==> config.mk <==
export PLATFORM = sky130hd
export DESIGN_NAME = pldm_front
export DESIGN_NICKNAME = d
export VERILOG_FILES = /design/src/design/pldm_pkg.sv /design/src/design/pldm_front.sv
export SDC_FILE = /design/constraint.sdc
export NUM_CORES = 2
export LEC_CHECK = 0
export BUFFER_PORTS_ARGS = -buffer_cell sky130_fd_sc_hd__buf_2
export CORE_ASPECT_RATIO = 0.6
export CORE_MARGIN = 4
export CORE_UTILIZATION = 70
export DETAILED_ROUTE_END_ITERATION = 7
export PLACE_DENSITY = 0.88
export RECOVER_POWER = 25
export SYNTH_ARGS = -nofsm -noshare
export SYNTH_HDL_FRONTEND = slang
export SYNTH_SLANG_ARGS = --single-unit
==> constraint.sdc <==
create_clock -name clk -period 20.8 [get_ports clk]
set_input_delay 0 -clock clk [delete_from_list [all_inputs] [get_ports clk]]
set_output_delay 0 -clock clk [all_outputs]
set_load 0.02 [all_outputs]
==> src/design/pldm_pkg.sv <==
`timescale 1ns / 1ps
// Package for the phase-locked DVFS modulator: constants, register indexes and shared types.
// Depends on nothing; every other file of the block imports it.
package pldm_pkg;

    localparam int WINDOW_LEN     = 20;
    localparam int COS_INDEX_BITS = 10;
    localparam int MAX_CORES      = 64;

    localparam int IDX_W    = $clog2(WINDOW_LEN);
    localparam int FILL_W   = $clog2(WINDOW_LEN + 1);
    localparam int SUM_W    = 17 + $clog2(WINDOW_LEN);
    localparam int SUMSQ_W  = 31 + $clog2(WINDOW_LEN);
    localparam int VAR_W    = 31 + 2 * $clog2(WINDOW_LEN);
    localparam int ANGLE_SH = 16 - COS_INDEX_BITS;

    localparam logic [28:0] Q28_ONE = 29'd268435456;
    localparam logic [28:0] POLY_A  = 29'd331168970;
    localparam logic [28:0] POLY_B  = 29'd68093891;
    localparam logic [28:0] POLY_C  = 29'd5600498;
    localparam logic [28:0] POLY_D  = 29'd246762;

    localparam logic [63:0] VOLT_WORD_BASE = 64'h0000_0000_8000_0011;
    localparam logic [18:0] VOLT_RECIP     = 19'd268436;
    localparam int          VOLT_SHIFT     = 26;
    localparam logic [12:0] LOAD_FULL      = 13'd4096;
    localparam logic [23:0] FREQ_RESET     = 24'd4000000;

    typedef enum logic [2:0] {
        REG_MIN_FREQ = 3'd0,
        REG_MAX_FREQ = 3'd1,
        REG_TROUGH   = 3'd2,
        REG_THRESH   = 3'd3,
        REG_CORES    = 3'd4,
        REG_HOT      = 3'd5
    } reg_index_t;

    typedef struct packed {
        logic [23:0]        min_freq;
        logic [23:0]        max_freq;
        logic signed [9:0]  trough;
        logic [14:0]        thresh;
        logic [6:0]         core_count;
        logic [6:0]         hot_cores;
    } cfg_t;

    typedef struct packed {
        logic [15:0] eff_phase;
        logic        locked;
    } item_t;

endpackage

==> src/design/pldm_front.sv <==
`timescale 1ns / 1ps
// Front end: accepts phase pulses, updates the difference window and qualifies lock.
// Depends on pldm_pkg.
module pldm_front
    import pldm_pkg::*;
(
    input  logic               clk,
    input  logic               rst_n,
    input  logic               push,
    output logic               full,
    input  logic [15:0]        phase,
    input  logic signed [15:0] phase_difference,
    input  logic               upstream_lock,
    input  logic [12:0]        cpu_load,
    input  cfg_t               cfg,
    output item_t              item,
    output logic               item_valid,
    input  logic               item_ready
);

    typedef enum logic [1:0] {F_IDLE, F_SQR, F_CMP} fstate_t;

    fstate_t                   state_reg;
    logic signed [15:0]        win_reg [WINDOW_LEN];
    logic [IDX_W-1:0]          idx_reg;
    logic [FILL_W-1:0]         fill_reg;
    logic signed [SUM_W-1:0]   sum_reg;
    logic [SUMSQ_W-1:0]        sumsq_reg;
    logic [15:0]               eff_reg;
    logic                      up_reg;
    logic [VAR_W-1:0]          sq_reg;
    logic [VAR_W-1:0]          lhs_reg;
    logic [29:0]               tt_reg;

    logic signed [15:0]        old;
    logic signed [31:0]        pd_sq;
    logic signed [31:0]        old_sq;
    logic [12:0]               load_sat;
    logic [SUM_W-1:0]          mag;
    logic [VAR_W-1:0]          var_val;
    logic [VAR_W-1:0]          lim;
    logic                      window_full;
    logic                      accept;

    assign accept      = push && !full;
    assign full        = (state_reg != F_IDLE);
    assign window_full = (fill_reg >= FILL_W'(WINDOW_LEN));
    assign old         = window_full ? win_reg[idx_reg] : 16'sd0;
    assign pd_sq       = phase_difference * phase_difference;
    assign old_sq      = old * old;
    assign load_sat    = (cpu_load > LOAD_FULL) ? LOAD_FULL : cpu_load;
    assign mag         = sum_reg[SUM_W-1] ? SUM_W'(-sum_reg) : SUM_W'(sum_reg);
    assign var_val     = (lhs_reg >= sq_reg) ? (lhs_reg - sq_reg) : '0;
    assign lim         = VAR_W'(tt_reg) * VAR_W'(WINDOW_LEN * WINDOW_LEN);

    assign item_valid     = (state_reg == F_CMP);
    assign item.eff_phase = eff_reg;
    assign item.locked    = up_reg && window_full && (var_val < lim);

    always_ff @(posedge clk or negedge rst_n)
    begin
        if (!rst_n)
        begin
            state_reg <= F_IDLE;
            idx_reg   <= '0;
            fill_reg  <= '0;
            sum_reg   <= '0;
            sumsq_reg <= '0;
        end
        else
        begin
            unique case (state_reg)
                F_IDLE:
                begin
                    if (accept)
                    begin
                        win_reg[idx_reg] <= phase_difference;
                        sum_reg   <= sum_reg + SUM_W'(phase_difference) - SUM_W'(old);
                        sumsq_reg <= sumsq_reg + SUMSQ_W'($unsigned(pd_sq))
                                     - SUMSQ_W'($unsigned(old_sq));
                        idx_reg   <= (idx_reg == IDX_W'(WINDOW_LEN - 1)) ? '0 : idx_reg + 1'b1;
                        if (!window_full)
                        begin
                            fill_reg <= fill_reg + 1'b1;
                        end
                        eff_reg   <= phase + 16'({load_sat, 2'b00});
                        up_reg    <= upstream_lock;
                        state_reg <= F_SQR;
                    end
                end
                F_SQR:
                begin
                    sq_reg    <= VAR_W'(mag) * VAR_W'(mag);
                    lhs_reg   <= VAR_W'(sumsq_reg) * VAR_W'(WINDOW_LEN);
                    tt_reg    <= cfg.thresh * cfg.thresh;
                    state_reg <= F_CMP;
                end
                F_CMP:
                begin
                    if (item_ready)
                    begin
                        state_reg <= F_IDLE;
                    end
                end
                default:
                begin
                    state_reg <= F_IDLE;
                end
            endcase
        end
    end

endmodule

* Word level (Yosys, flattened, before mapping)
Memory sizes are Yosys's and may differ from the RTL's. Cells that the tools add are included.
Storage, ports and cells: flip-flop bits (word level) 197, bits in writable memories 320, bits of input ports 137, output and inout port bits 19, word-level logic and storage cells 59, memories 1
Cells by class: add/sub/neg operators 9, $mul 6, order comparisons 4, equal/unequal tests 5, multiplexer cells 11, bitwise gates (word level) 1, reduce and logical (&&, ||, !) cells 12
Memories:
- win_reg | words 20, width 16, rd ports 1, clocked after Yosys merged registers in 0, wr ports 1, line pldm_front.sv:24 | logic signed [15:0] win_reg [WINDOW_LEN];
Operators by type and width (count):
- $mul A16 B16 Y32 | 2
- $ge A41 B41 Y1 | 1
- $lt A41 B39 Y1 | 1
- $mul A22 B22 Y41 | 1
- $mux W41 | 1
- $sub A41 B41 Y41 | 1
- $mul A36 B3 Y39 const B | 1
- $add A36 B32 Y36 | 1
- $sub A36 B32 Y36 | 1
- $mul A30 B5 Y35 const B | 1
- $mul A15 B15 Y30 | 1
- $add A22 B16 Y22 | 1
- $mux W22 | 1
- $neg A22 Y22 | 1
- $sub A22 B16 Y22 | 1
- $add A16 B15 Y16 | 1
- $mux W16 | 1
- $gt A13 B13 Y1 const B | 1
- $mux W13 | 1
- $add A5 B1 Y5 const B | 2
- $pmux W2 S3 | 1
- $reduce_and A2 Y1 | 3
- $reduce_and A3 Y1 | 2
- $eq A5 B5 Y1 const B | 1
- other kinds (13) | 19

* Longest topological paths before layout
word-level depth 7, gate-level depth with buffers 49, mapped depth without buffers 46

* Worst setup path after synthesis
Ideal clock, no wire load.
path type register to register, start point register idx_reg[1], end point register sumsq_reg[34], setup time 0.131 ns, data arrival time 10.281 ns, data required time 20.669 ns, path slack 10.388 ns, stages on the path, launching flop included 44, buffers on the path 4, period minus slack after synthesis 10.412 ns, path through dfrtp_1 clkbuf_1 clkbuf_1 buf_2 buf_1 mux4_2 a21oi_1 nor2_1 inv_1 nor2_1 inv_1 fa_1 fa_1 fa_1 fa_1 inv_1 fa_1 inv_1 [8 not listed] a31oi_1 a211oi_1 o31ai_1 a21o_1 a21oi_1 xnor2_1 fa_1 inv_1 ha_1 a21o_1 a21oi_1 inv_1 a2111oi_2 o21bai_1 a21oi_1 o21ai_1 and4_1 or3_1
On the way: word-level cells in the longest chain between the ends 4
Ends and longest elaborated chain:
- start, declared | line pldm_front.sv:25 | logic [IDX_W-1:0] idx_reg;
- start signal, assigned | line pldm_front.sv:81 | idx_reg <= (idx_reg == IDX_W'(WINDOW_LEN - 1)) ? '0 : idx_reg + 1'b1;
- $mem_v2 Z20 W16
- $mux W16 | line pldm_front.sv:48 | assign old = window_full ? win_reg[idx_reg] : 16'sd0;
- $mul A16 B16 Y32 | line pldm_front.sv:50 | assign old_sq = old * old;
- $sub A36 B32 Y36 | line pldm_front.sv:80 | - SUMSQ_W'($unsigned(old_sq));
- end signal, assigned | line pldm_front.sv:79 | sumsq_reg <= sumsq_reg + SUMSQ_W'($unsigned(pd_sq))
- end, declared | line pldm_front.sv:28 | logic [SUMSQ_W-1:0] sumsq_reg;
No other way between the ends. A chain may end at the register's enable or synchronous reset.

* Worst setup path after layout
start point register idx_reg[0], end point register sumsq_reg[34]
The elaborated chain is that of the path after synthesis.

==> impl_metrics.yaml <==
cells_and_area:
  finalCoreUtilization_pct: 75.7
  layout-drive-gt1-share_pct: 5.34
  largest_register_ff_count: 320
  multi_input_area_sq_um: 46100
  area_growth_pct: 6.18
  nFillCells: 6007
  seqCellArea_sq_um: 15100
  finalNetCount: 8581
sta:
  relSlewSlack_pct: -85.7
  fmax_mhz: 73.6
  finalSetupViolCount: 0
  fin_tns_setup_ns: 0
  post-route-period-util_pct: 65.3
  final_max_slew_viol_count: 530
  hold_viol_final: 0
  min_period_ns: 13.59
  rsz0062_at_grt: "no"
  worst_slew_pin_slew_ns: 2.79
  skew_ns: 0.0301
  holdWs_ns: 0.0520
clock_network:
  cts_hold_buf: 40
  clk-insertion-delay-late_ns: 0.65
  root_buffer: "clkbuf_16"
  ctsHtreeMaxLevel: 2
  postCtsSetupBuffers: 0
  cts_resized: 0
  cts_made_buffers: 49
  cts_tree: "yes"
  path_clk_slew_ns: 0.07
  cts_buffer_depth: 3
  cts.sinks: 515
synthesis:
  synth_ff_type: "edfxtp_1"
  synth_cell_types: 83
  synth_async_sr_flop_share_pct: 13.6
  synth_edf_count: 445
  yosysMostFrequentCell: "inv_1"
  ys_ff_latch: 515
  yosysWarnings: 0
  synth_top_area_share_pct: 30.7
  syn-cell-area_sq_um: 67600
  syn_area_per_cell_sq_um: 10.3
  syn-instance-count: 6568
  synth_top_area_cell: "fa_1"
  synthTopCellsByArea: "fa_1 31%, edfxtp_1 20%, ha_1 13%, inv_1 8.8%, xnor2_1 2.7%"
  ys_seq_area_share_pct: 22.4
  synth_common_cells: "1582 x inv_1, 1038 x fa_1, 709 x ha_1"
floorplanning:
  die-area_sq_um: 102000
  fp-row-count: 87
  core_area_sq_um: 94800
  die_w_um: 409
  die_h_um: 249
  initial_core_util_pct: 71.3
  ios: 156
routing:
  wl_mm: 178
  num_vias: 48600
  drc: 0
  ant_nets: 0
  wl_per_cell_um: 22.2
  first_pass_iters: 8
  drtIter0Drc: 5966
  via_per_inst: 6.06
grt:
  first_global_vias: 51200
  grt_antenna_before_repair: 6
  grt_pass1_wl_mm: 281
  grt_max_degree: 72
  gr-total-overflow: 0
  track_usage_pct: 35.5
place:
  place.gp.congestion: 1.01
  io_buffer_count: 83
  dpl.hpwl_mm: 138
critical_path:
  r2r-start: "idx_reg[0]"
  reg2reg_slack_ns: 7.21
  reg2reg_depth: 42
  slowest_delay_ns: 1.00
  critPathLaunchType: "flip-flop"
  cp_max_fo: 46
  cp_slowest_cell: "dfrtp_4"
  path_depth: 42
  worstPathArrival_ns: 14.10
  r2r_end: "sumsq_reg[34]"
  crit_type: "reg2reg"
  path_buf_inv: 9
  cp_top_family: "compound AO/OA/AOI/OAI gates"
  crit_required_ns: 21.31
  cp-end-kind: "flip-flop"
run_status:
  status: "finished with violations"
  violations: "max-capacitance violations, max-slew violations"
flow_run:
  drv_cap: 14
worst_hold_path:
  hp-class: "in2reg"
  hp-start: "cpu_load[1]"
  hold_end: "eff_reg[3]"
  worstHoldPathCells: 4
kinds of logic (layout without fill, tap and decap cells):
logic type / count (synthesis) / after routing / share of synthesized area (%)
adders and majority gates: 1747 / 1747 / 43.9
other: 2 / 20 / 0.0111
AOI/OAI and AO/OA: 810 / 810 / 7.60
and+or+nand+nor: 1320 / 1320 / 8.98
muxes: 118 / 118 / 3.25
DFF: 515 / 515 / 22.4
buffers and inverters: 1728 / 1882 / 9.64
xor gates and xnor gates: 328 / 328 / 4.26
worst max-delay path by stage:
stage / from / to / slack, ns
2_1_floorplan: idx_reg[1] / sumsq_reg[34] / 10.39
3_3_place_gp: idx_reg[0] / sumsq_reg[34] / 7.99
3_5_place_dp: idx_reg[0] / sumsq_reg[34] / 7.72
4_1_cts: idx_reg[0] / sumsq_reg[34] / 7.64
5_1_grt: idx_reg[0] / sumsq_reg[34] / 6.52
6_report: idx_reg[0] / sumsq_reg[34] / 7.21
worst register-to-register path, delay by kind of cell, from the launching register on:
kind / cells / cell delay, ns
AOI/OAI and AO/OA: 17 / 4.36
xor gates and xnor gates: 1 / 0.17
adders and majority gates: 9 / 3.75
buffers and inverters: 9 / 2.00
DFF: 1 / 1.00
muxes: 2 / 0.53
and+or+nand+nor: 4 / 1.63
cell type report:
type,count,share of cell area [%]
Multi-Input combinational cell,4341,64.2
Sequential cell,515,21.1
Inverter,1591,8.32
Tap cell,1290,2.25
Timing Repair Buffer,199,1.89
Clock buffer,53,1.73
Clock inverter,39,0.525
Antenna cell,2,0.00697
metrics by stage:
stage	instance area, sq um	setup WS, ns	instances
after floorplan	67600	10.39	6584
after CTS	71800	7.64	8028
after global routing	71800	6.52	8029
final	71800	7.21	8030
after global placement	69800	7.99	7896
after detailed placement	69800	7.72	7896
layout by cell type, fill, tap and decap left out, drive strengths merged, types with 40 or more instances in the layout:
cell type and instances:
inv 1594, ha 709, mux4 81, nand2 440, xor2 115, dlygate4sd3 40
a21o 134, nand3 58, nor3 45, edfxtp 445, xnor2 213, nand2b 55
and2 126, a21oi 228, nor2b 55, o21ai 196, buf 144, nor2 413
fa 1038, dfrtp 70, clkbuf 68
layer usage:
metal / wire length [um] / GRT usage [%]
met5: 46 / 0
met4: 5540 / 8.79
met3: 28300 / 14.3
met2: 74000 / 50.0
met1: 70500 / 51.6
Power is left out: the tool's default activity adds up to more than one toggle a clock period on the data nets, which glitch-free logic cannot reach.
