$ cat src/design/pldm_pkg.sv
`timescale 1ns / 1ps
// Package for the phase-locked DVFS modulator: constants, register indexes and shared types.
// Depends on nothing; every other file of the block imports it.
package pldm_pkg;

    localparam int WINDOW_LEN     = 20;
    localparam int COS_INDEX_BITS = 10;
    localparam int MAX_CORES      = 64;

    localparam int IDX_W    = $clog2(WINDOW_LEN);
    localparam int FILL_W   = $clog2(WINDOW_LEN + 1);
    localparam int SUM_W    = 17 + $clog2(WINDOW_LEN);
    localparam int SUMSQ_W  = 31 + $clog2(WINDOW_LEN);
    localparam int VAR_W    = 31 + 2 * $clog2(WINDOW_LEN);
    localparam int ANGLE_SH = 16 - COS_INDEX_BITS;

    localparam logic [28:0] Q28_ONE = 29'd268435456;
    localparam logic [28:0] POLY_A  = 29'd331168970;
    localparam logic [28:0] POLY_B  = 29'd68093891;
    localparam logic [28:0] POLY_C  = 29'd5600498;
    localparam logic [28:0] POLY_D  = 29'd246762;

    localparam logic [63:0] VOLT_WORD_BASE = 64'h0000_0000_8000_0011;
    localparam logic [18:0] VOLT_RECIP     = 19'd268436;
    localparam int          VOLT_SHIFT     = 26;
    localparam logic [12:0] LOAD_FULL      = 13'd4096;
    localparam logic [23:0] FREQ_RESET     = 24'd4000000;

    typedef enum logic [2:0] {
        REG_MIN_FREQ = 3'd0,
        REG_MAX_FREQ = 3'd1,
        REG_TROUGH   = 3'd2,
        REG_THRESH   = 3'd3,
        REG_CORES    = 3'd4,
        REG_HOT      = 3'd5
    } reg_index_t;

    typedef struct packed {
        logic [23:0]        min_freq;
        logic [23:0]        max_freq;
        logic signed [9:0]  trough;
        logic [14:0]        thresh;
        logic [6:0]         core_count;
        logic [6:0]         hot_cores;
    } cfg_t;

    typedef struct packed {
        logic [15:0] eff_phase;
        logic        locked;
    } item_t;

endpackage

$ cat src/design/pldm_back.sv
`timescale 1ns / 1ps
// Back end: cosine evaluation on a shared multiplier, setpoint update and result register.
// Depends on pldm_pkg.
module pldm_back
    import pldm_pkg::*;
(
    input  logic               clk,
    input  logic               rst_n,
    input  item_t              item,
    input  logic               item_valid,
    output logic               item_ready,
    input  cfg_t               cfg,
    output logic               empty,
    input  logic               pop,
    output logic               apply,
    output logic               lock_state,
    output logic [15:0]        effective_phase,
    output logic [23:0]        hot_freq_khz,
    output logic signed [9:0]  voltage_offset_mv,
    output logic [10:0]        volt_code
);

    typedef enum logic [3:0] {
        B_IDLE, B_SQ, B_U2, B_LO, B_HI, B_ACC, B_COS,
        B_FMUL, B_OMUL, B_SET, B_VMUL, B_VFIX, B_DONE
    } bstate_t;

    bstate_t                state_reg;
    logic                   res_valid_reg;
    logic                   apply_reg;
    logic                   lock_reg;
    logic                   was_locked_reg;
    logic [15:0]            eff_reg;
    logic [23:0]            freq_reg;
    logic signed [9:0]      off_reg;
    logic [10:0]            code_reg;
    logic [14:0]            t_reg;
    logic                   neg_reg;
    logic [28:0]            u2_reg;
    logic [28:0]            p_reg;
    logic [1:0]             step_reg;
    logic signed [47:0]     mul_p_reg;
    logic signed [47:0]     lo_reg;
    logic signed [47:0]     fprod_reg;
    logic [16:0]            w_reg;
    logic [36:0]            vprod_reg;

    logic signed [29:0]     mul_a;
    logic signed [17:0]     mul_b;
    logic [15:0]            ang;
    logic [58:0]            acc;
    logic signed [32:0]     p_diff;
    logic [28:0]            poly_k;
    logic [28:0]            p_new;
    logic [15:0]            c_round;
    logic [14:0]            c_mag;
    logic signed [47:0]     f_q;
    logic signed [47:0]     o_q;
    logic signed [25:0]     f_sum;
    logic [9:0]             off_mag;
    logic [17:0]            vx;
    logic [11:0]            vq;
    logic [11:0]            vq_fix;
    logic                   start;

    function automatic logic signed [47:0] trunc15(input logic signed [47:0] x);
        logic signed [47:0] biased;
        biased = x + (x[47] ? 48'sd32767 : 48'sd0);
        return biased >>> 15;
    endfunction

    assign item_ready = (state_reg == B_IDLE) && !res_valid_reg;
    assign start      = item_valid && item_ready;

    assign ang = {item.eff_phase[15:ANGLE_SH], ANGLE_SH'(0)};

    always_comb
    begin
        mul_a = '0;
        mul_b = '0;
        case (state_reg)
            B_SQ:
            begin
                mul_a = 30'(t_reg);
                mul_b = 18'(t_reg);
            end
            B_LO:
            begin
                mul_a = 30'(p_reg);
                mul_b = 18'(u2_reg[13:0]);
            end
            B_HI:
            begin
                mul_a = 30'(p_reg);
                mul_b = 18'(u2_reg[28:14]);
            end
            B_FMUL:
            begin
                mul_a = 30'($signed({1'b0, cfg.max_freq}) - $signed({1'b0, cfg.min_freq}));
                mul_b = 18'(w_reg);
            end
            B_OMUL:
            begin
                mul_a = 30'(cfg.trough);
                mul_b = 18'(17'd32768 - w_reg);
            end
            default:
            begin
                mul_a = '0;
                mul_b = '0;
            end
        endcase
    end

    always_comb
    begin
        case (step_reg)
            2'd0:    poly_k = POLY_C;
            2'd1:    poly_k = POLY_B;
            2'd2:    poly_k = POLY_A;
            default: poly_k = Q28_ONE;
        endcase
    end

    assign acc     = {mul_p_reg[44:0], 14'd0} + 59'($unsigned(lo_reg));
    assign p_diff  = $signed({4'd0, poly_k}) - $signed({2'd0, acc[58:28]});
    assign p_new   = p_diff[32] ? '0 : p_diff[28:0];
    assign c_round = 16'((p_reg + 29'd8192) >> 14);
    assign c_mag   = (c_round > 16'd16384) ? 15'd16384 : c_round[14:0];
    assign f_q     = trunc15(fprod_reg);
    assign o_q     = trunc15(mul_p_reg);
    assign f_sum   = $signed({2'b00, cfg.min_freq}) + 26'(f_q);
    assign off_mag = off_reg[9] ? 10'(-off_reg) : 10'(off_reg);
    assign vx      = {off_mag, 8'd0} + 18'd125;
    assign vq      = 12'(vprod_reg >> VOLT_SHIFT);
    assign vq_fix  = (20'(vq) * 20'd250 > 20'(vx)) ? vq - 12'd1 : vq;

    always_ff @(posedge clk or negedge rst_n)
    begin
        if (!rst_n)
        begin
            state_reg      <= B_IDLE;
            res_valid_reg  <= 1'b0;
            was_locked_reg <= 1'b0;
            freq_reg       <= FREQ_RESET;
            off_reg        <= '0;
            code_reg       <= '0;
            apply_reg      <= 1'b0;
            lock_reg       <= 1'b0;
        end
        else
        begin
            mul_p_reg <= mul_a * mul_b;
            if (res_valid_reg && pop)
            begin
                res_valid_reg <= 1'b0;
            end
            unique case (state_reg)
                B_IDLE:
                begin
                    if (start)
                    begin
                        eff_reg   <= item.eff_phase;
                        lock_reg  <= item.locked;
                        apply_reg <= item.locked || was_locked_reg;
                        t_reg     <= ang[14] ? 15'(15'd16384 - 15'(ang[13:0])) : 15'(ang[13:0]);
                        neg_reg   <= (ang[15] != ang[14]);
                        if (item.locked)
                        begin
                            state_reg <= B_SQ;
                        end
                        else
                        begin
                            if (was_locked_reg)
                            begin
                                freq_reg <= cfg.max_freq;
                                off_reg  <= '0;
                                code_reg <= '0;
                            end
                            state_reg <= B_DONE;
                        end
                    end
                end
                B_SQ:
                begin
                    state_reg <= B_U2;
                end
                B_U2:
                begin
                    u2_reg    <= mul_p_reg[28:0];
                    p_reg     <= POLY_D;
                    step_reg  <= 2'd0;
                    state_reg <= B_LO;
                end
                B_LO:
                begin
                    state_reg <= B_HI;
                end
                B_HI:
                begin
                    lo_reg    <= mul_p_reg;
                    state_reg <= B_ACC;
                end
                B_ACC:
                begin
                    p_reg <= p_new;
                    if (step_reg == 2'd3)
                    begin
                        state_reg <= B_COS;
                    end
                    else
                    begin
                        step_reg  <= step_reg + 2'd1;
                        state_reg <= B_LO;
                    end
                end
                B_COS:
                begin
                    w_reg     <= neg_reg ? 17'd16384 + 17'(c_mag) : 17'd16384 - 17'(c_mag);
                    state_reg <= B_FMUL;
                end
                B_FMUL:
                begin
                    state_reg <= B_OMUL;
                end
                B_OMUL:
                begin
                    fprod_reg <= mul_p_reg;
                    state_reg <= B_SET;
                end
                B_SET:
                begin
                    freq_reg  <= f_sum[23:0];
                    off_reg   <= o_q[9:0];
                    state_reg <= B_VMUL;
                end
                B_VMUL:
                begin
                    vprod_reg <= 37'(vx) * 37'(VOLT_RECIP);
                    state_reg <= B_VFIX;
                end
                B_VFIX:
                begin
                    code_reg  <= off_reg[9] ? 11'(-vq_fix) : 11'(vq_fix);
                    state_reg <= B_DONE;
                end
                B_DONE:
                begin
                    was_locked_reg <= lock_reg;
                    res_valid_reg  <= 1'b1;
                    state_reg      <= B_IDLE;
                end
                default:
                begin
                    state_reg <= B_IDLE;
                end
            endcase
        end
    end

    assign empty             = !res_valid_reg;
    assign apply             = apply_reg;
    assign lock_state        = lock_reg;
    assign effective_phase   = eff_reg;
    assign hot_freq_khz      = freq_reg;
    assign voltage_offset_mv = off_reg;
    assign volt_code         = code_reg;

endmodule
$ cat config.mk
export PLATFORM = sky130hd
export DESIGN_NAME = pldm_back
export DESIGN_NICKNAME = d
export VERILOG_FILES = /design/src/design/pldm_pkg.sv /design/src/design/pldm_back.sv
export SDC_FILE = /design/constraint.sdc
export NUM_CORES = 2
export LEC_CHECK = 0
export BUFFER_PORTS_ARGS = -buffer_cell sky130_fd_sc_hd__buf_4
export CAP_MARGIN = 25
export CORE_MARGIN = 1.5
export CORE_UTILIZATION = 45
export CTS_BUF_LIST = sky130_fd_sc_hd__clkbuf_8
export DETAILED_ROUTE_END_ITERATION = 6
export PLACE_DENSITY = 0.62
export RECOVER_POWER = 100
export SYNTH_ARGS = -nofsm -noshare
export SYNTH_HDL_FRONTEND = slang
export SYNTH_SLANG_ARGS = --single-unit
$ cat constraint.sdc
create_clock -name clk -period 28 [get_ports clk]
set_clock_uncertainty 0.1 [all_clocks]
set_input_delay 2.8 -clock clk [delete_from_list [all_inputs] [get_ports clk]]
set_output_delay 2.8 -clock clk [all_outputs]
set_load 0.02 [all_outputs]
==> Yosys cells after proc, flatten, opt, wreduce, memory -nomap -nowiden <==
Cells that the tools add are included.
{ "totals": {"in_bits": 108, "regBits": 341, "elab_cells": 117} }
{ "classes": {"reduce_logical": 23, "muxes": 33, "n_addsub": 16, "order_cmp": 2, "multipliers": 3, "n_eq_ne": 20} }
{ "ops": {"columns": ["operator", "n"], "rows": [
  ["case mux 30 bit (4 select lines)", 1],
  ["case mux 18 bit (5 select lines)", 1],
  ["case mux 29 bit (3 select lines)", 1],
  ["two-way mux 24 bit", 3],
  ["adder 59 x 48 -> 59 bit", 1],
  ["case mux 29 bit (2 select lines)", 1],
  ["two-way mux 11 bit", 5],
  ["multiplier 30 x 18 -> 48 bit", 1],
  ["case mux 24 bit (2 select lines)", 1],
  ["case mux 4 bit (12 select lines)", 1],
  ["two-way mux 15 bit", 3],
  ["two-way mux 10 bit", 4],
  ["adder 39 x 16 -> 39 bit", 1],
  ["multiplier 18 x 17 -> 35 bit (second input constant)", 1],
  ["subtractor 29 x 31 -> 32 bit", 1],
  ["adder 29 x 14 -> 29 bit (second input constant)", 1],
  ["two-way mux 29 bit", 1],
  ["adder 25 x 16 -> 25 bit", 1],
  ["subtractor 24 x 24 -> 25 bit", 1],
  ["adder 24 bit", 1],
  ["case mux 11 bit (2 select lines)", 1],
  ["equality test 4 bit (second input constant)", 5],
  ["case mux 10 bit (2 select lines)", 1],
  ["greater-than comparator 19 x 18 -> 1 bit", 1],
  ["other kinds (35)", 58]
]} }

==> Longest topological paths before layout <==
{ "logic_depth": {"ltp_word": 8, "ltp_mapped": 42, "depth_no_buf": 42} }

==> Worst setup path after synthesis <==
No wires, ideal clock.
{ "synth_path": {"path_kind": "input port to flip-flop", "from": "input cfg[39] (netlist name)", "to": "register mul_p_reg[42] (data pin)", "t_arrival_ns": 11.230, "setup_slack_ns": 16.409, "path_stages": 39, "n_path_buf": 2, "setup_time_ns": 0.262, "cell_sequence": "inv_1 ha_1 fa_1 nor2b_1 o21ai_1 a21oi_1 o21a_1 or2_2 a21oi_1 o21ai_0 a211oi_1 or4_1 nand4_1 clkbuf_1 clkbuf_1 nand2_1 fa_1 inv_1 [3 not listed] inv_1 fa_1 fa_1 fa_1 ha_1 a21o_1 a21o_1 a211oi_1 o211ai_1 or3_1 o2111ai_1 a31oi_1 a41o_1 o21ai_1 a21boi_1 nor2b_1 a211oi_1 xnor2_1"} }
{ "synth_via": {"elab_chain_len": 3} }
{ "synth_rtl": {"columns": ["item", "line", "rtl"], "rows": [
  ["start, declared", "pldm_back.sv:12", "input cfg_t cfg,"],
  ["subtractor 24 x 24 -> 25 bit", "pldm_back.sv:99", "mul_a = 30'($signed({1'b0, cfg.max_freq}) - $signed({1'b0, cfg.min_freq}));"],
  ["case mux 30 bit (4 select lines)", "pldm_back.sv:81", "case (state_reg)"],
  ["multiplier 30 x 18 -> 48 bit", "pldm_back.sv:153", "mul_p_reg <= mul_a * mul_b;"],
  ["end signal, assigned", "pldm_back.sv:153", null],
  ["end, declared", "pldm_back.sv:42", "logic signed [47:0] mul_p_reg;"]
]} }
Every way passes these cells.
A chain may end at the register's enable or synchronous reset.

==> Final worst setup path <==
{ "layout_path": {"from": "input cfg[64] (netlist name)", "to": "register mul_p_reg[42] (data pin)"} }
The elaborated chain is that of the path after synthesis.

==> results by group <==
Status
  • Status: finished, violations left
  • Violated checks: max-capacitance violations, max-slew violations

Final layout
  • Synth-to-Final Area Change: 8.228%
  • Fillcell total: 8,551
  • Max FFs per register: 48
  • Nets: 5,542
  • Layout cells sized above 1: 5.940%

Timing
  • Relative slew slack: -102.9%
  • Fmax: 0.07490 GHz
  • Hold_ws: 0.3288 ns
  • Final hold vios: 0
  • Setup violations, final: 0
  • Setup_tns: 0 ns
  • Final worst-path cycle share: 47.68%
  • Slew @ Worst Pin: 3.044 ns
  • Tmin final: 13.35 ns
  • Slew Viols, Final: 224
  • Unrepaired setup endpoints after global routing: no

Logic synthesis
  • Synth async-reset ratio: 18.40%
  • Post-synth top cells: inv_1, fa_1, nand2_1, ha_1, nor2_1
  • Largest cells by area after synthesis: fa_1, edfxtp_1, ha_1
  • Post-synthesis sequential area ratio: 20.58%
  • Synth Flop Type: edfxtp_1
  • Syn avg cell area: 9.477 um^2
  • Post-synth EDFFs: 235
  • Top-area cell type share of the netlist area: 28.68%
  • Synth warn: 0
  • Mapped Cells: 4,302
  • Flops & latches, synth: 288
  • Count leader, synth: inv_1
  • Net count of the mapped netlist: 5,411
  • Synth cell types: 93
  • Synth area leader: fa_1
  • Mapped Area: 40,770 um^2

Clocking
  • Worst skew pair latency: 0.67 ns
  • Hold Buf Count CTS: 0
  • Htree depth: 2
  • # clock sinks: 288
  • Clock transition at the registers of the reported paths: 0.06 ns
  • Clock root cell: clkbuf_8
  • TritonCTS buffer count: 53
  • Post_cts resized: 0
  • CTS tree: done
  • Max clock buf depth: 3
  • Post-CTS setup buffer count: 0

Flow run
  • Number of max-cap violations: 6

Setup path
  • Most common cell type on the critical path: fa_1
  • CP required: 28.29 ns
  • Critical path's slowest cell: clkbuf_1
  • Crit path DAT: 13.64 ns
  • CP max FO: 17
  • Crit start category: input port
  • Reg2Reg Setup Slack: 16.78 ns
  • Critical Path Sink Type: register
  • Largest stage delay, worst path: 1.03 ns
  • Crit Path Class: in -> reg
  • FF-to-FF path depth: 29
  • Worst r2r dst: mul_p_reg[42]
  • Reg2Reg Launch Point: state_reg[1]

Route
  • Drc violations: 0
  • DR vias: 31,093
  • DR iter-0 viols: 2,227
  • Total wire length: 113,600 um
  • DRT antenna net count: 0
  • DR WL/cell: 20.08 um
  • Vias per std cell: 5.496
  • TritonRoute pass-1 iters: 6

Global route
  • Grt total ovfl: 0
  • Vias in the first global route: 31,676
  • Largest net degree at the start of global routing: 48
  • Initial antenna violation count: 3
  • Tot GR Track Use: 25.02%
  • First-pass GRT wire length: 179,300 um

Worst hold path
  • WHS Path Cells: 0
  • Worst min-delay path class: reg -> reg
  • Worst Hold End: lo_reg[46]
  • Critical hold path startpoint: mul_p_reg[46]

Die
  • Die H: 304.0 um
  • Initial core utilization: 45.36%
  • Io pins: 173
  • Die area: 92,410 um^2
  • Core region area: 89,870 um^2
  • Site Rows: 110
  • Die Wd: 304.0 um

Placement
  • Number of port buffers: 143
  • RD Place Congestion: 0.9123
  • HPWL Detailed: 90,510 um
==> routing by layer <==
| metal | GRT usage [%] | wire length, um | vias to the layer above |
|---|---|---|---|
| met5 | 0 | 0 | - |
| met4 | 9.957 | 4948 | 0 |
| met3 | 3.336 | 7446 | 255 |
| met2 | 41.41 | 53540 | 1002 |
| met1 | 33.29 | 47670 | 15528 |
| li1 | - | - | 14308 |
==> placed cells by master (no fill, tap or decap), drive strengths merged, types with 29 or more instances in the layout <==
master / count
a21o: 74
a21oi: 146
and2: 55
and3: 40
buf: 99
clkbuf: 156
dfrtp: 46
edfxtp: 235
fa: 584
ha: 417
inv: 763
nand2: 545
nand2b: 29
nand3: 74
nor2: 316
nor2b: 32
nor3: 49
o21a: 36
o21ai: 142
xnor2: 153
xor2: 85
==> worst max-delay path by stage <==
stage | slack, ns | cells after the start | end | startpoint
4_1_cts | 15.38 | 38 | mul_p_reg[42] | cfg[39]
3_3_place_gp | 14.72 | 38 | mul_p_reg[42] | cfg[39]
3_5_place_dp | 14.73 | 38 | mul_p_reg[42] | cfg[39]
6_report | 14.65 | 37 | mul_p_reg[42] | cfg[64]
2_1_floorplan | 16.41 | 39 | mul_p_reg[42] | cfg[39]
5_1_grt | 13.98 | 37 | mul_p_reg[42] | cfg[64]
==> per-stage QoR <==
step,utilization [%],cell area (um^2),instances,setup WS (ns)
final,49.10,44120,5657,14.65
after CTS,49.51,44500,5652,15.38
after detailed placement,48.25,43370,5552,14.73
after global routing,49.09,44120,5655,13.98
after floorplan,-,40770,4302,16.41
after global placement,48.25,43370,5552,14.72
==> worst max-delay path, delay by kind of cell <==
| family | cells | cell delay [ns] |
|---|---|---|
| xor gates and xnor gates | 2 | 0.27 |
| adders and majority gates | 8 | 3.64 |
| AOI/OAI and AO/OA | 16 | 4.02 |
| and+or+nand+nor | 5 | 1.38 |
| buffers and inverters | 6 | 1.49 |
==> final cells by class <==
class	count	area (um^2)	area share [%]
multi-input combinational	3143	29160	66.08
tap	1176	1471	3.335
clock buffer	55	757.0	1.716
clock inverter	45	377.9	0.8564
antenna	3	7.507	0.01701
timing repair buffer	200	1156	2.620
sequential	288	8392	19.02
inverter	747	2804	6.355
==> logic make-up (layout without fill, tap and decap cells) <==
family	Yosys count	in the layout	synth area share [%]
simple gates	1246	1246	13.75
fa+ha+maj	1001	1001	41.47
buf+inv	871	1047	8.062
compound gates	627	627	10.21
flops	288	288	20.58
xor+xnor	238	238	5.159
mux	30	30	0.7550
other cells	1	4	0.009198
Power is not shown: default switching activity piles up to over one toggle a cycle in this logic, so the estimate is an artifact.
