<file path="config.mk">
export PLATFORM = sky130hd
export DESIGN_NAME = pldm_queue
export DESIGN_NICKNAME = d
export VERILOG_FILES = /design/src/design/pldm_pkg.sv /design/src/design/pldm_queue.sv
export SDC_FILE = /design/constraint.sdc
export NUM_CORES = 1
export LEC_CHECK = 0
export BUFFER_PORTS_ARGS = -buffer_cell sky130_fd_sc_hd__buf_2
export CORE_ASPECT_RATIO = 1.75
export CORE_UTILIZATION = 33
export DETAILED_ROUTE_END_ITERATION = 7
export PLACE_DENSITY = 0.58
export SYNTH_ARGS = -nofsm -noshare
export SYNTH_HDL_FRONTEND = slang
export SYNTH_SLANG_ARGS = --single-unit
</file>
<file path="constraint.sdc">
create_clock -name clk -period 1.8 [get_ports clk]
set_input_delay 0.09 -clock clk [delete_from_list [all_inputs] [get_ports clk]]
set_output_delay 0.09 -clock clk [all_outputs]
set_load 0.02 [all_outputs]
</file>
<file path="src/design/pldm_pkg.sv">
`timescale 1ns / 1ps
// Package for the phase-locked DVFS modulator: constants, register indexes and shared types.
// Depends on nothing; every other file of the block imports it.
package pldm_pkg;

    localparam int WINDOW_LEN     = 20;
    localparam int COS_INDEX_BITS = 10;
    localparam int MAX_CORES      = 64;

    localparam int IDX_W    = $clog2(WINDOW_LEN);
    localparam int FILL_W   = $clog2(WINDOW_LEN + 1);
    localparam int SUM_W    = 17 + $clog2(WINDOW_LEN);
    localparam int SUMSQ_W  = 31 + $clog2(WINDOW_LEN);
    localparam int VAR_W    = 31 + 2 * $clog2(WINDOW_LEN);
    localparam int ANGLE_SH = 16 - COS_INDEX_BITS;

    localparam logic [28:0] Q28_ONE = 29'd268435456;
    localparam logic [28:0] POLY_A  = 29'd331168970;
    localparam logic [28:0] POLY_B  = 29'd68093891;
    localparam logic [28:0] POLY_C  = 29'd5600498;
    localparam logic [28:0] POLY_D  = 29'd246762;

    localparam logic [63:0] VOLT_WORD_BASE = 64'h0000_0000_8000_0011;
    localparam logic [18:0] VOLT_RECIP     = 19'd268436;
    localparam int          VOLT_SHIFT     = 26;
    localparam logic [12:0] LOAD_FULL      = 13'd4096;
    localparam logic [23:0] FREQ_RESET     = 24'd4000000;

    typedef enum logic [2:0] {
        REG_MIN_FREQ = 3'd0,
        REG_MAX_FREQ = 3'd1,
        REG_TROUGH   = 3'd2,
        REG_THRESH   = 3'd3,
        REG_CORES    = 3'd4,
        REG_HOT      = 3'd5
    } reg_index_t;

    typedef struct packed {
        logic [23:0]        min_freq;
        logic [23:0]        max_freq;
        logic signed [9:0]  trough;
        logic [14:0]        thresh;
        logic [6:0]         core_count;
        logic [6:0]         hot_cores;
    } cfg_t;

    typedef struct packed {
        logic [15:0] eff_phase;
        logic        locked;
    } item_t;

endpackage

</file>
<file path="src/design/pldm_queue.sv">
`timescale 1ns / 1ps
// Two-entry queue of classified pulses between the front and back ends.
// Depends on pldm_pkg.
module pldm_queue
    import pldm_pkg::*;
(
    input  logic  clk,
    input  logic  rst_n,
    input  item_t in_item,
    input  logic  in_valid,
    output logic  in_ready,
    output item_t out_item,
    output logic  out_valid,
    input  logic  out_ready
);

    item_t       slot_reg [2];
    logic        wr_ptr_reg;
    logic        rd_ptr_reg;
    logic [1:0]  count_reg;
    logic        do_wr;
    logic        do_rd;

    assign in_ready  = (count_reg != 2'd2);
    assign out_valid = (count_reg != 2'd0);
    assign out_item  = slot_reg[rd_ptr_reg];
    assign do_wr     = in_valid && in_ready;
    assign do_rd     = out_valid && out_ready;

    always_ff @(posedge clk or negedge rst_n)
    begin
        if (!rst_n)
        begin
            wr_ptr_reg <= 1'b0;
            rd_ptr_reg <= 1'b0;
            count_reg  <= 2'd0;
        end
        else
        begin
            if (do_wr)
            begin
                slot_reg[wr_ptr_reg] <= in_item;
                wr_ptr_reg           <= !wr_ptr_reg;
            end
            if (do_rd)
            begin
                rd_ptr_reg <= !rd_ptr_reg;
            end
            if (do_wr && !do_rd)
            begin
                count_reg <= count_reg + 2'd1;
            end
            else if (do_rd && !do_wr)
            begin
                count_reg <= count_reg - 2'd1;
            end
        end
    end

endmodule

</file>
======== Yosys cells after proc, flatten, opt, wreduce, memory -nomap -nowiden ========
Memory sizes are Yosys's and may differ from the RTL's.
Index checks and enable logic that the tools add are counted.
operators by class
  equality and inequality tests ........... 1
  $add $sub $neg .......................... 2
  muxes and demuxes ....................... 4
  reduce and logical (&&, ||, !) cells .... 11
operators with widths
  operator               count
  $logic_and A1 B1 Y1    5
  $logic_not A1 Y1       4
  $mux W2                2
  $reduce_bool A2 Y1     2
  $add A2 B1 Y2 const B  1
  $mux W1                2
  $ne A2 B2 Y1 const B   1
  $sub A2 B1 Y2 const B  1
storage, ports and cells
  bits in writable memories ............... 34
  word-level logic and storage cells ...... 22
  bits of input ports ..................... 21
  output and inout bits ................... 19
  bits in registers ....................... 4
  memories kept ........................... 1
memory list
  memory    depth  width  rd ports  clocked after memory_dff  write ports  line              RTL
  slot_reg  2      17     1         0                         1            pldm_queue.sv:17  item_t slot_reg [2];

======== Longest topological paths before layout ========
Gate-level depths: netlist of the first run.
  word-level depth ........................ 6
  depth in mapped cells ................... 6
  mapped depth without buffers ............ 6

======== Worst setup path before layout of the first run ========
Ideal clock, no wire load.
  path kind ............................... reg-to-reg
  start point ............................. reg count_reg[0]
  end point ............................... mem slot_reg[0][0] (netlist bit) (enable)
  clock period less this slack ............ 1.776 ns
  setup time .............................. 0.390 ns
  stages on the path, launching flop included .. 4
  setup slack ............................. 0.024 ns
  arrival time ............................ 1.385 ns
  path through ............................ dfrtp_1 > nand2b_4 > nand3_1 > nor2_1
between the ends
  cells in the longest elaborated chain, start to end .. 5
ends and longest elaborated chain
  what                                       line              RTL
  start, declared                            pldm_queue.sv:20  logic [1:0] count_reg;
  start signal, assigned                     pldm_queue.sv:51  count_reg <= count_reg + 2'd1;
  start signal, assigned                     pldm_queue.sv:55  count_reg <= count_reg - 2'd1;
  $ne A2 B2 Y1                               pldm_queue.sv:24  assign in_ready = (count_reg != 2'd2);
  net in_ready                               pldm_queue.sv:11  output logic in_ready,
  $logic_and A1 B1 Y1                        pldm_queue.sv:27  assign do_wr = in_valid && in_ready;
  $mux W1                                    pldm_queue.sv:40  if (do_wr)
  $logic_and A1 B1 Y1 (not written as such)  pldm_queue.sv:42  slot_reg[wr_ptr_reg] <= in_item;
  $mux W1 (not written as such)              pldm_queue.sv:42
  end, declared                              pldm_queue.sv:17
The timed path passes the listed nets, and every way through them passes these cells.

======== Worst setup path in the final report of the first run ========
  start point ............................. reg count_reg[0]
  end point ............................... reg count_reg[1]
between the ends
  cells in the longest elaborated chain, start to end .. 5
  elaborated cells between the ends (all ways) .. 13
  those cells by class .................... add/sub: 2; eq/ne: 1; mux: 2; reduce/logical: 8
ends and longest elaborated chain
  what
  parallel branches: the longest is 5 deep, another holds $sub A2 B1 Y2
Several ways; the timed one is not identified. The select of a mux whose other input is x is not followed.
A chain may end at the register's enable or synchronous reset.

==> results of run 1 <==
layout make-up:
class | instances | area [sq um]
Fill cell | 398 | 2240
Sequential cell | 38 | 1120
Timing Repair Buffer | 60 | 390
Multi-Input combinational cell | 31 | 335
Clock buffer | 7 | 76.3
Tap cell | 49 | 61.3
Clock inverter | 1 | 3.75
layout by cell type, fill, tap and decap left out:
cell type	n
sky130_fd_sc_hd__and2_4	1
sky130_fd_sc_hd__and3_1	1
sky130_fd_sc_hd__buf_2	39
sky130_fd_sc_hd__buf_4	6
sky130_fd_sc_hd__clkbuf_1	2
sky130_fd_sc_hd__clkbuf_8	5
sky130_fd_sc_hd__clkinv_1	1
sky130_fd_sc_hd__dfrtp_1	4
sky130_fd_sc_hd__dlygate4sd3_1	15
sky130_fd_sc_hd__edfxtp_1	34
sky130_fd_sc_hd__ha_1	1
sky130_fd_sc_hd__mux2_2	8
sky130_fd_sc_hd__mux2_4	9
sky130_fd_sc_hd__nand2_1	1
sky130_fd_sc_hd__nand2b_4	1
sky130_fd_sc_hd__nand3_1	1
sky130_fd_sc_hd__nor2_1	1
sky130_fd_sc_hd__nor2_2	1
sky130_fd_sc_hd__or2_1	1
sky130_fd_sc_hd__xnor2_1	2
sky130_fd_sc_hd__xor2_1	3
power groups by stage:
stage / sequential [mW] / combinational [mW] / clock, mW
2_1_floorplan: 1.19 / 0.760 / 0
3_3_place_gp: 1.20 / 0.985 / 0
3_5_place_dp: 1.21 / 1.01 / 0
4_1_cts: 1.19 / 1.04 / 0.548
5_1_grt: 1.21 / 1.10 / 0.579
6_report: 1.19 / 1.02 / 0.526
metal layers:
metal  vias to the layer above  track usage
li1                        394            -
met1                       405        0.113
met2                        27        0.205
met3                         6       0.0320
met4                         0       0.0724
met5                         -            0
cells by family after synthesis:
| logic type | after synthesis |
|---|---|
| XOR/XNOR | 5 |
| adder cells (fa/ha/maj) | 1 |
| buffers and inverters | 2 |
| flip-flops | 38 |
| multiplexers | 17 |
| AND/OR/NAND/NOR | 8 |
stage by stage:
stage | area [sq um] | setup slack [ns] | utilization
floorplan | 1480 | 0.0244 | -
global route | 1990 | 0.207 | 0.470
global placement | 1760 | 0.433 | 0.416
finish | 1990 | 0.334 | 0.470
CTS | 1980 | 0.321 | 0.468
detailed placement | 1760 | 0.344 | 0.416
worst max-delay path by stage:
| stage | from | to | slack [ns] |
|---|---|---|---|
| final | count_reg[0]$_DFFE_PN0P_ | count_reg[1]$_DFFE_PN0P_ | 0.33 |
| after global routing | count_reg[0]$_DFFE_PN0P_ | count_reg[1]$_DFFE_PN0P_ | 0.21 |
| after CTS | count_reg[0]$_DFFE_PN0P_ | count_reg[1]$_DFFE_PN0P_ | 0.32 |
| after detailed placement | count_reg[0]$_DFFE_PN0P_ | count_reg[1]$_DFFE_PN0P_ | 0.34 |
| after global placement | count_reg[0]$_DFFE_PN0P_ | count_reg[1]$_DFFE_PN0P_ | 0.43 |
| after floorplan | count_reg[0]$_DFFE_PN0P_ | slot_reg[0][0]$_DFFE_PP_ | 0.02 |
synth_stat cells:
cell type and instances:
sky130_fd_sc_hd__edfxtp_1 34, sky130_fd_sc_hd__mux2_4 9, sky130_fd_sc_hd__mux2_2 8, sky130_fd_sc_hd__dfrtp_1 4, sky130_fd_sc_hd__xor2_1 3, sky130_fd_sc_hd__buf_6 2
sky130_fd_sc_hd__nor2_1 2, sky130_fd_sc_hd__xnor2_1 2, sky130_fd_sc_hd__and2_4 1, sky130_fd_sc_hd__and3_1 1, sky130_fd_sc_hd__ha_1 1, sky130_fd_sc_hd__nand2_1 1
sky130_fd_sc_hd__nand2b_4 1, sky130_fd_sc_hd__nand3_1 1, sky130_fd_sc_hd__or2_1 1
==> insert_results.sql, run 1 <==
INSERT INTO impl_metrics (metric_group, metric, value, unit) VALUES
('power_and_ir_drop', 'power_after_layout', '2.74', 'mW'),
('logic_synthesis', 'synth_top_family_by_area', 'multiplexers', ''),
('worst_setup_path', 'regToRegEndpoint', 'count_reg[1]$_DFFE_PN0P_', ''),
('clock_network', 'clock_tree_from_tritoncts', 'done', ''),
('grt', 'first_global_vias', '898', ''),
('cells_and_area', 'area_delta_synth_final', '34.7', '%'),
('logic_synthesis', 'post_synth_adder_cell_area', '0.00847', ''),
('logic_synthesis', 'yosys_warnings', '0', ''),
('outcome', 'run_status', 'finished clean', ''),
('floorplan', 'chipHeight', '90.5', 'um'),
('detailed_routing', 'vias', '832', ''),
('floorplan', 'chipWidth', '52.6', 'um'),
('detailed_routing', 'met2RoutedLength', '1360', 'um'),
('cells_and_area', 'largest_register_ff_count', '34', ''),
('timing', 'max_freq', '0.682', 'GHz'),
('worst_setup_path', 'worst-path-buf-inv', '0', ''),
('timing', 'timing.final.crit_share', '0.814', ''),
('worst_setup_path', 'regToRegStartpoint', 'count_reg[0]$_DFFE_PN0P_', ''),
('worst_setup_path', 'timing.critical_path.to_type', 'register', ''),
('grt', 'pin_count_of_the_biggest_net_entering_global_routing', '13', ''),
('clock_network', 'post_cts_resized', '0', ''),
('worst_setup_path', 'crit_top_cell', 'sky130_fd_sc_hd__xor2_1', ''),
('floorplan', 'io_pins', '40', ''),
('logic_synthesis', 'synth_area', '1480', 'sq um'),
('clock_network', 'clk-insertion-delay-late', '0.28', 'ns'),
('logic_synthesis', 'netlist-cell-type-count', '15', ''),
('grt', 'remaining_global_route_overflow', '0', ''),
('worst_setup_path', 'cp_data_arrival_time', '1.62', 'ns'),
('placement', 'place_hpwl', '1750', 'um'),
('cells_and_area', 'diodes', '0', ''),
('cells_and_area', 'nets', '158', ''),
('min_path', 'worstHoldEndpoint', 'slot_reg[1][5]$_DFFE_PP_', ''),
('placement', 'place.gp.congestion', '0.638', ''),
('worst_setup_path', 'cpLargestDelayFamily', 'simple AND/OR/NAND/NOR gates', ''),
('timing', 'timing_max_transition_violations_final', '0', ''),
('clock_network', 'cts_post_setup_buffers_inserted', '0', ''),
('timing', 'worst_pin_slew', '0.190', 'ns'),
('logic_synthesis', 'post_synth_xor_area_fraction', '0.0297', ''),
('worst_setup_path', 'worstPathCellList', 'or2_1 > nand2_1 > ha_1 > xor2_1 > nor2_1 > xor2_1', ''),
('logic_synthesis', 'synth_sequential_area_ratio', '0.759', ''),
('timing', 'tns', '0', 'ns'),
('detailed_routing', 'dr.first_iter.drc_count', '15', ''),
('power_and_ir_drop', 'power_leakage', '0.803', 'nW'),
('cells_and_area', 'final_std_cells_w_o_fill', '186', ''),
('logic_synthesis', 'post_synth_main_area_contributors', 'sky130_fd_sc_hd__edfxtp_1 (69%), sky130_fd_sc_hd__mux2_4 (9.2%), sky130_fd_sc_hd__dfrtp_1 (6.8%)', ''),
('logic_synthesis', 'synth_compound_area_frac', '0', ''),
('detailed_routing', 'wirelength_met1', '874', 'um'),
('worst_setup_path', 'setup.reg_to_reg.worst_slack', '0.33', 'ns'),
('clock_network', 'number_of_buffers_on_the_longest_clock_path', '2', ''),
('floorplan', 'area_of_the_core', '4230', 'sq um'),
('power_and_ir_drop', 'power_switching_share', '0.313', ''),
('timing', 'final_hold_slack', '0.00932', 'ns'),
('detailed_routing', 'wl', '2420', 'um'),
('timing', 'final-hold-violation-count', '0', ''),
('power_and_ir_drop', 'power_frac_comb', '0.373', ''),
('logic_synthesis', 'synthCells', '71', ''),
('grt', 'grt_pass1_wl', '3910', 'um'),
('floorplan', 'num_rows', '31', ''),
('logic_synthesis', 'share_of_synthesized_cell_area_in_and_or_nand_and_nor_gates', '0.0347', ''),
('detailed_routing', 'routed_via_density', '4.47', ''),
('power_and_ir_drop', 'seq_power_share', '0.435', ''),
('placement', 'placed_cells', '163', ''),
('clock_network', 'ctsHtreeMaxLevel', '2', ''),
('clock_network', 'clk_pin_slew_worst_paths', '0.06', 'ns'),
('detailed_routing', 'detailroute.wirelength.met3', '119', 'um'),
('timing', 'rsz0062_at_grt', 'no', ''),
('floorplan', 'initial_standard_cell_utilization_of_the_core', '0.349', ''),
('power_and_ir_drop', 'pwr_density_cell', '1380', 'nW/um^2'),
('logic_synthesis', 'mux_share_of_post_synthesis_cell_area', '0.153', ''),
('worst_setup_path', 'worst_ep_required_time', '1.95', 'ns'),
('clock_network', 'numCtsBuffers', '5', '');
Power figures use the tool's default switching activity.
==> run 2, diff against run 1 <==
==> constraint.sdc (replaced) <==
create_clock -name clk -period 1.3 [get_ports clk]
set_input_delay 0.065 -clock clk [delete_from_list [all_inputs] [get_ports clk]]
set_output_delay 0.065 -clock clk [all_outputs]
set_load 0.02 [all_outputs]
==> insert_results.sql, run 2 (same netlist as run 1, synthesis figures left out) <==
INSERT INTO impl_metrics (metric_group, metric, value, unit) VALUES
('timing', 'final_hold_slack', '0.135', 'ns'),
('clock_network', 'number_of_buffers_on_the_longest_clock_path', '2', ''),
('cells_and_area', 'area_delta_synth_final', '49.2', '%'),
('timing', 'timing_max_transition_violations_final', '0', ''),
('worst_setup_path', 'critPathKind', 'register to primary output', ''),
('placement', 'place.gp.congestion', '0.645', ''),
('timing', 'rsz0062_at_grt', 'yes', ''),
('cells_and_area', 'layout.cells.most_common_list', 'sky130_fd_sc_hd__edfxtp_1 (34), sky130_fd_sc_hd__buf_2 (29), sky130_fd_sc_hd__dlygate4sd3_1 (18), sky130_fd_sc_hd__buf_6 (10), sky130_fd_sc_hd__mux2_4 (9)', ''),
('grt', 'antenna_found_initial', '0', ''),
('floorplan', 'total_die_area', '4760', 'sq um'),
('timing', 'final-hold-violation-count', '0', ''),
('timing', 'layout_setup_ws', '-0.117', 'ns'),
('grt', 'globalRouteTotalUtil', '0.122', ''),
('power_and_ir_drop', 'power_after_layout', '4.28', 'mW'),
('floorplan', 'io_pins', '40', ''),
('worst_setup_path', 'cp_num_cells', '3', ''),
('worst_setup_path', 'timing.critical_path.to_type', 'primary output', ''),
('grt', 'remaining_global_route_overflow', '0', ''),
('detailed_routing', 'drt_first_pass_iters', '4', ''),
('detailed_routing', 'wl', '2540', 'um'),
('worst_setup_path', 'worstSetupStartpointType', 'register', ''),
('detailed_routing', 'vias', '873', ''),
('power_and_ir_drop', 'vdd_ir_drop_max', '1.43', 'mV'),
('run', 'cap_violations', '0', ''),
('timing', 'timing.final.crit_share', '1.09', ''),
('timing', 'finClkSkew', '0.00250', 'ns'),
('detailed_routing', 'ant_nets', '0', ''),
('floorplan', 'area_of_the_core', '4230', 'sq um'),
('worst_setup_path', 'slowest_delay', '0.45', 'ns'),
('timing', 'worst_pin_slew', '0.223', 'ns'),
('cells_and_area', 'mostFrequentLayoutCell', 'sky130_fd_sc_hd__edfxtp_1', ''),
('detailed_routing', 'drcViolationCount', '0', ''),
('min_path', 'hold_path_class', 'input port to asynchronous set/reset pin', ''),
('clock_network', 'clock_tree_from_tritoncts', 'done', ''),
('grt', 'pin_count_of_the_biggest_net_entering_global_routing', '18', ''),
('cells_and_area', 'drive_above_1_share', '0.559', ''),
('clock_network', 'clockRootBuffer', 'sky130_fd_sc_hd__clkbuf_8', ''),
('cells_and_area', 'num-fill-cells', '379', ''),
('worst_setup_path', 'worstPathCellList', 'clkbuf_16 > mux2_4 > buf_6', ''),
('outcome', 'run_status', 'finished, violations left', ''),
('worst_setup_path', 'worst_r2r_path_depth', '6', ''),
('timing', 'timing.final.crit_period', '1.42', 'ns'),
('outcome', 'violations', 'setup timing', ''),
('placement', 'numPortBuffers', '39', ''),
('floorplan', 'chipHeight', '90.5', 'um'),
('clock_network', 'numCtsBuffers', '5', ''),
('cells_and_area', 'largest_register_ff_count', '34', ''),
('grt', 'grt_pass1_wl', '4080', 'um'),
('worst_setup_path', 'cp_data_arrival_time', '1.35', 'ns'),
('worst_setup_path', 'worst_ep_required_time', '1.24', 'ns'),
('timing', 'max_freq', '0.705', 'GHz'),
('power_and_ir_drop', 'power_leakage', '0.880', 'nW'),
('cells_and_area', 'diodes', '0', ''),
('detailed_routing', 'dr.first_iter.drc_count', '21', ''),
('clock_network', 'ctsHtreeMaxLevel', '2', ''),
('cells_and_area', 'nets', '167', ''),
('worst_setup_path', 'worst_path_max_delay_cell', 'sky130_fd_sc_hd__dfrtp_2', ''),
('floorplan', 'num_rows', '31', ''),
('detailed_routing', 'routed_via_density', '4.50', ''),
('floorplan', 'chipWidth', '52.6', 'um'),
('grt', 'first_global_vias', '915', ''),
('clock_network', 'clk_pin_slew_worst_paths', '0.06', 'ns'),
('detailed_routing', 'detail_route.wl_per_cell', '13.1', 'um'),
('timing', 'finalSetupViolations', '18', ''),
('floorplan', 'initial_standard_cell_utilization_of_the_core', '0.349', ''),
('clock_network', 'tritoncts_num_sinks', '38', ''),
('clock_network', 'clk-insertion-delay-late', '0.28', 'ns'),
('worst_setup_path', 'timing.critical_path.fanout_max', '8', ''),
('worst_setup_path', 'cpLargestDelayFamily', 'flip-flops', ''),
('worst_setup_path', 'worst-path-buf-inv', '2', ''),
('timing', 'timing.slew.headroom', '0.851', ''),
('power_and_ir_drop', 'pwr_density_cell', '1940', 'nW/um^2');
==> run 2: changes by cell type in the layout (fill, tap and decap cells not counted), moves of 2 or more <==
| cell | before | now |
|---|---|---|
| sky130_fd_sc_hd__buf_12 | 0 | 2 |
| sky130_fd_sc_hd__dlygate4sd3_1 | 15 | 18 |
| sky130_fd_sc_hd__buf_2 | 39 | 29 |
| sky130_fd_sc_hd__and3_4 | 0 | 2 |
| sky130_fd_sc_hd__buf_6 | 0 | 10 |
==> run 2: metal layers <==
layer  up-vias  GRT usage  wire [um]
met5         -          0          0
met4         0     0.0658         63
met3         6     0.0471        119
met2        26      0.212       1440
met1       424      0.116        915
li1        417          -          -
==> run 2: stage by stage <==
step	std cells	setup TNS, ns	worst slack [ns]	cell area (sq um)	util
floorplan	71	-1.72	-0.0534	1510	-
global placement	163	-0.716	-0.0414	1820	0.429
detailed placement	163	-1.84	-0.104	1820	0.429
CTS	193	-2.03	-0.148	2110	0.500
global route	194	-2.71	-0.158	2200	0.521
finish	194	-1.85	-0.117	2200	0.521
==> run 2: repair_timing <==
| item | in CTS | in global routing |
|---|---|---|
| endpoints found under the hold margin | 38 | 0 |
| endpoints found under the setup margin | 35 | 26 |
| setup buffers | 3 | 0 |
| pin swaps | 3 | 2 |
| gates resized for setup | 1 | 21 |
| cloned | 2 | 1 |
| hold buffers | 18 | 0 |
==> run 2: worst paths after layout <==
path / startpoint / to / slack, ns
worst max-delay path: rd_ptr_reg$_DFFE_PN0P_ / out_item[7] / -0.12
worst min-delay path: rst_n / count_reg[0]$_DFFE_PN0P_ / 0.14
worst max register to register: count_reg[1]$_DFFE_PN0P_ / count_reg[1]$_DFFE_PN0P_ / -0.06
worst min register to register: wr_ptr_reg$_DFFE_PN0P_ / wr_ptr_reg$_DFFE_PN0P_ / 0.60
max in group asynchronous: rst_n / rd_ptr_reg$_DFFE_PN0P_ / 1.00
min in group clk: out_ready / rd_ptr_reg$_DFFE_PN0P_ / 0.16
==> run 2: layout make-up <==
class                   count  area (sq um)  share of cell area
flip-flops and latches     38          1120               0.510
clock buffers               7          76.3              0.0347
multi-input cells          33           387               0.176
well taps                  49          61.3              0.0278
repair buffers             67           556               0.252
==> run 2: power by group <==
part           internal [mW]  switching [mW]
sequential              1.55           0.123
clock                  0.368           0.349
combinational           1.06           0.823
==> run 3, diff against run 2 <==
--- a/config.mk
+++ b/config.mk
@@ -9,7 +9,9 @@
 export CORE_ASPECT_RATIO = 1.75
 export CORE_UTILIZATION = 33
 export DETAILED_ROUTE_END_ITERATION = 7
+export HOLD_SLACK_MARGIN = 0.03
 export PLACE_DENSITY = 0.58
+export SKIP_LAST_GASP = 1
 export SYNTH_ARGS = -nofsm -noshare
 export SYNTH_HDL_FRONTEND = slang
 export SYNTH_SLANG_ARGS = --single-unit
==> insert_results.sql, run 3 (same netlist as run 1, synthesis figures left out) <==
INSERT INTO impl_metrics (metric_group, metric, value, unit) VALUES
('worst_setup_path', 'critPathKind', 'register to primary output', ''),
('timing', 'worst_pin_slew', '0.220', 'ns'),
('power_and_ir_drop', 'power_after_layout', '4.25', 'mW'),
('outcome', 'violations', 'setup timing', ''),
('timing', 'layout_setup_ws', '-0.116', 'ns'),
('cells_and_area', 'layout.cells.most_common_list', 'sky130_fd_sc_hd__edfxtp_1 (34), sky130_fd_sc_hd__buf_2 (30), sky130_fd_sc_hd__dlygate4sd3_1 (18), sky130_fd_sc_hd__mux2_4 (9)', ''),
('grt', 'grt_pass1_wl', '4080', 'um'),
('floorplan', 'area_of_the_core', '4230', 'sq um'),
('clock_network', 'numCtsBuffers', '5', ''),
('detailed_routing', 'drcViolationCount', '0', ''),
('worst_setup_path', 'timing.critical_path.to_type', 'primary output', ''),
('detailed_routing', 'wl', '2520', 'um'),
('timing', 'timing_max_transition_violations_final', '0', ''),
('timing', 'timing.slew.headroom', '0.853', ''),
('grt', 'pin_count_of_the_biggest_net_entering_global_routing', '18', ''),
('worst_setup_path', 'worstPathCellList', 'clkbuf_16 > mux2_4 > buf_6', ''),
('clock_network', 'clk-insertion-delay-late', '0.28', 'ns'),
('cells_and_area', 'post-route-util', '0.518', ''),
('clock_network', 'tritoncts_num_sinks', '38', ''),
('floorplan', 'total_die_area', '4760', 'sq um'),
('detailed_routing', 'dr.first_iter.drc_count', '24', ''),
('placement', 'place.gp.congestion', '0.645', ''),
('cells_and_area', 'area_delta_synth_final', '48.5', '%'),
('worst_setup_path', 'timing.critical_path.fanout_max', '8', ''),
('detailed_routing', 'routed_via_density', '4.52', ''),
('power_and_ir_drop', 'vdd_ir_drop_max', '1.42', 'mV'),
('cells_and_area', 'drive_above_1_share', '0.559', ''),
('worst_setup_path', 'worst_ep_required_time', '1.24', 'ns'),
('grt', 'globalRouteTotalUtil', '0.122', ''),
('timing', 'timing.final.crit_period', '1.42', 'ns'),
('detailed_routing', 'detail_route.wl_per_cell', '13.0', 'um'),
('cells_and_area', 'diodes', '0', ''),
('floorplan', 'num_rows', '31', ''),
('cells_and_area', 'num-fill-cells', '379', ''),
('worst_setup_path', 'worstSetupStartpointType', 'register', ''),
('worst_setup_path', 'cp_data_arrival_time', '1.35', 'ns'),
('worst_setup_path', 'worst_path_max_delay_cell', 'sky130_fd_sc_hd__dfrtp_2', ''),
('timing', 'final-hold-violation-count', '0', ''),
('floorplan', 'initial_standard_cell_utilization_of_the_core', '0.349', ''),
('clock_network', 'ctsHtreeMaxLevel', '2', ''),
('timing', 'finClkSkew', '0.00222', 'ns'),
('cells_and_area', 'nets', '167', ''),
('clock_network', 'clk_pin_slew_worst_paths', '0.06', 'ns'),
('floorplan', 'io_pins', '40', ''),
('detailed_routing', 'ant_nets', '0', ''),
('grt', 'first_global_vias', '915', ''),
('clock_network', 'number_of_buffers_on_the_longest_clock_path', '2', ''),
('cells_and_area', 'ff_latch_area', '1120', 'sq um'),
('floorplan', 'chipWidth', '52.6', 'um'),
('power_and_ir_drop', 'power_leakage', '0.877', 'nW'),
('timing', 'timing.final.crit_share', '1.09', ''),
('clock_network', 'clock_tree_from_tritoncts', 'done', ''),
('timing', 'rsz0062_at_grt', 'yes', ''),
('run', 'cap_violations', '0', ''),
('cells_and_area', 'largest_register_ff_count', '34', ''),
('floorplan', 'chipHeight', '90.5', 'um'),
('worst_setup_path', 'worst-path-buf-inv', '2', ''),
('timing', 'max_freq', '0.706', 'GHz'),
('detailed_routing', 'drt_first_pass_iters', '4', ''),
('min_path', 'hold_path_class', 'input port to asynchronous set/reset pin', ''),
('outcome', 'run_status', 'finished, violations left', ''),
('power_and_ir_drop', 'pwr_density_cell', '1940', 'nW/um^2'),
('cells_and_area', 'mostFrequentLayoutCell', 'sky130_fd_sc_hd__edfxtp_1', ''),
('timing', 'finalSetupViolations', '18', ''),
('clock_network', 'clockRootBuffer', 'sky130_fd_sc_hd__clkbuf_8', ''),
('worst_setup_path', 'cpLargestDelayFamily', 'flip-flops', ''),
('detailed_routing', 'vias', '877', ''),
('placement', 'numPortBuffers', '39', ''),
('grt', 'remaining_global_route_overflow', '0', ''),
('grt', 'antenna_found_initial', '0', ''),
('cells_and_area', 'multi_input_area', '387', 'sq um'),
('worst_setup_path', 'slowest_delay', '0.45', 'ns');
-- run 3: cell count changes in the layout (fill, tap and decap cells not counted) --
cell	delta
sky130_fd_sc_hd__buf_4	+1
sky130_fd_sc_hd__buf_6	-2
sky130_fd_sc_hd__buf_2	+1
-- run 3: routing by layer --
metal  part of all wire  vias up  track usage
li1                   -      418            -
met1               0.36      428        0.116
met2               0.57       26        0.212
met3              0.046        5       0.0471
met4              0.025        0       0.0658
met5                  0        -            0
-- run 3: worst paths after layout --
kind | startpoint | end | slack [ns] | cells after the start
max | rd_ptr_reg$_DFFE_PN0P_ | out_item[7] | -0.12 | 3
min | rst_n | count_reg[0]$_DFFE_PN0P_ | 0.14 | 2
max reg2reg | count_reg[1]$_DFFE_PN0P_ | count_reg[1]$_DFFE_PN0P_ | -0.06 | 6
min reg2reg | wr_ptr_reg$_DFFE_PN0P_ | wr_ptr_reg$_DFFE_PN0P_ | 0.60 | 1
max in group asynchronous | rst_n | rd_ptr_reg$_DFFE_PN0P_ | 1.00 | 2
min in group clk | out_ready | rd_ptr_reg$_DFFE_PN0P_ | 0.16 | 4
-- run 3: layout make-up --
| cell class | count | area share |
|---|---|---|
| Timing Repair Buffer | 67 | 0.249 |
| Sequential cell | 38 | 0.512 |
| Clock buffer | 7 | 0.0348 |
| Multi-Input combinational cell | 33 | 0.176 |
| Tap cell | 49 | 0.0280 |
-- run 3: metrics by stage --
step	worst slack [ns]	TNS, ns	hold WS, ns	instances	cell area (sq um)
after global placement	-0.0414	-0.716	-0.111	163	1820
after CTS	-0.148	-2.03	0.135	193	2110
after floorplan	-0.0534	-1.72	-0.231	71	1510
after detailed placement	-0.104	-1.84	-0.110	163	1820
final	-0.116	-1.84	0.136	194	2190
after global routing	-0.158	-2.74	0.143	194	2190
-- run 3: what timing repair did --
item	in CTS	in global routing
cloned	2	1
endpoints found under the setup margin	35	26
setup buffers	3	0
endpoints found under the hold margin	38	0
hold buffers	18	0
pin swaps	3	2
resized for setup	1	18
-- run 3: power by group --
group / switching [mW] / total, mW / internal [mW]
logic: 0.819 / 1.86 / 1.04
registers: 0.123 / 1.68 / 1.55
clock network: 0.344 / 0.712 / 0.368
total: 1.29 / 4.25 / 2.96
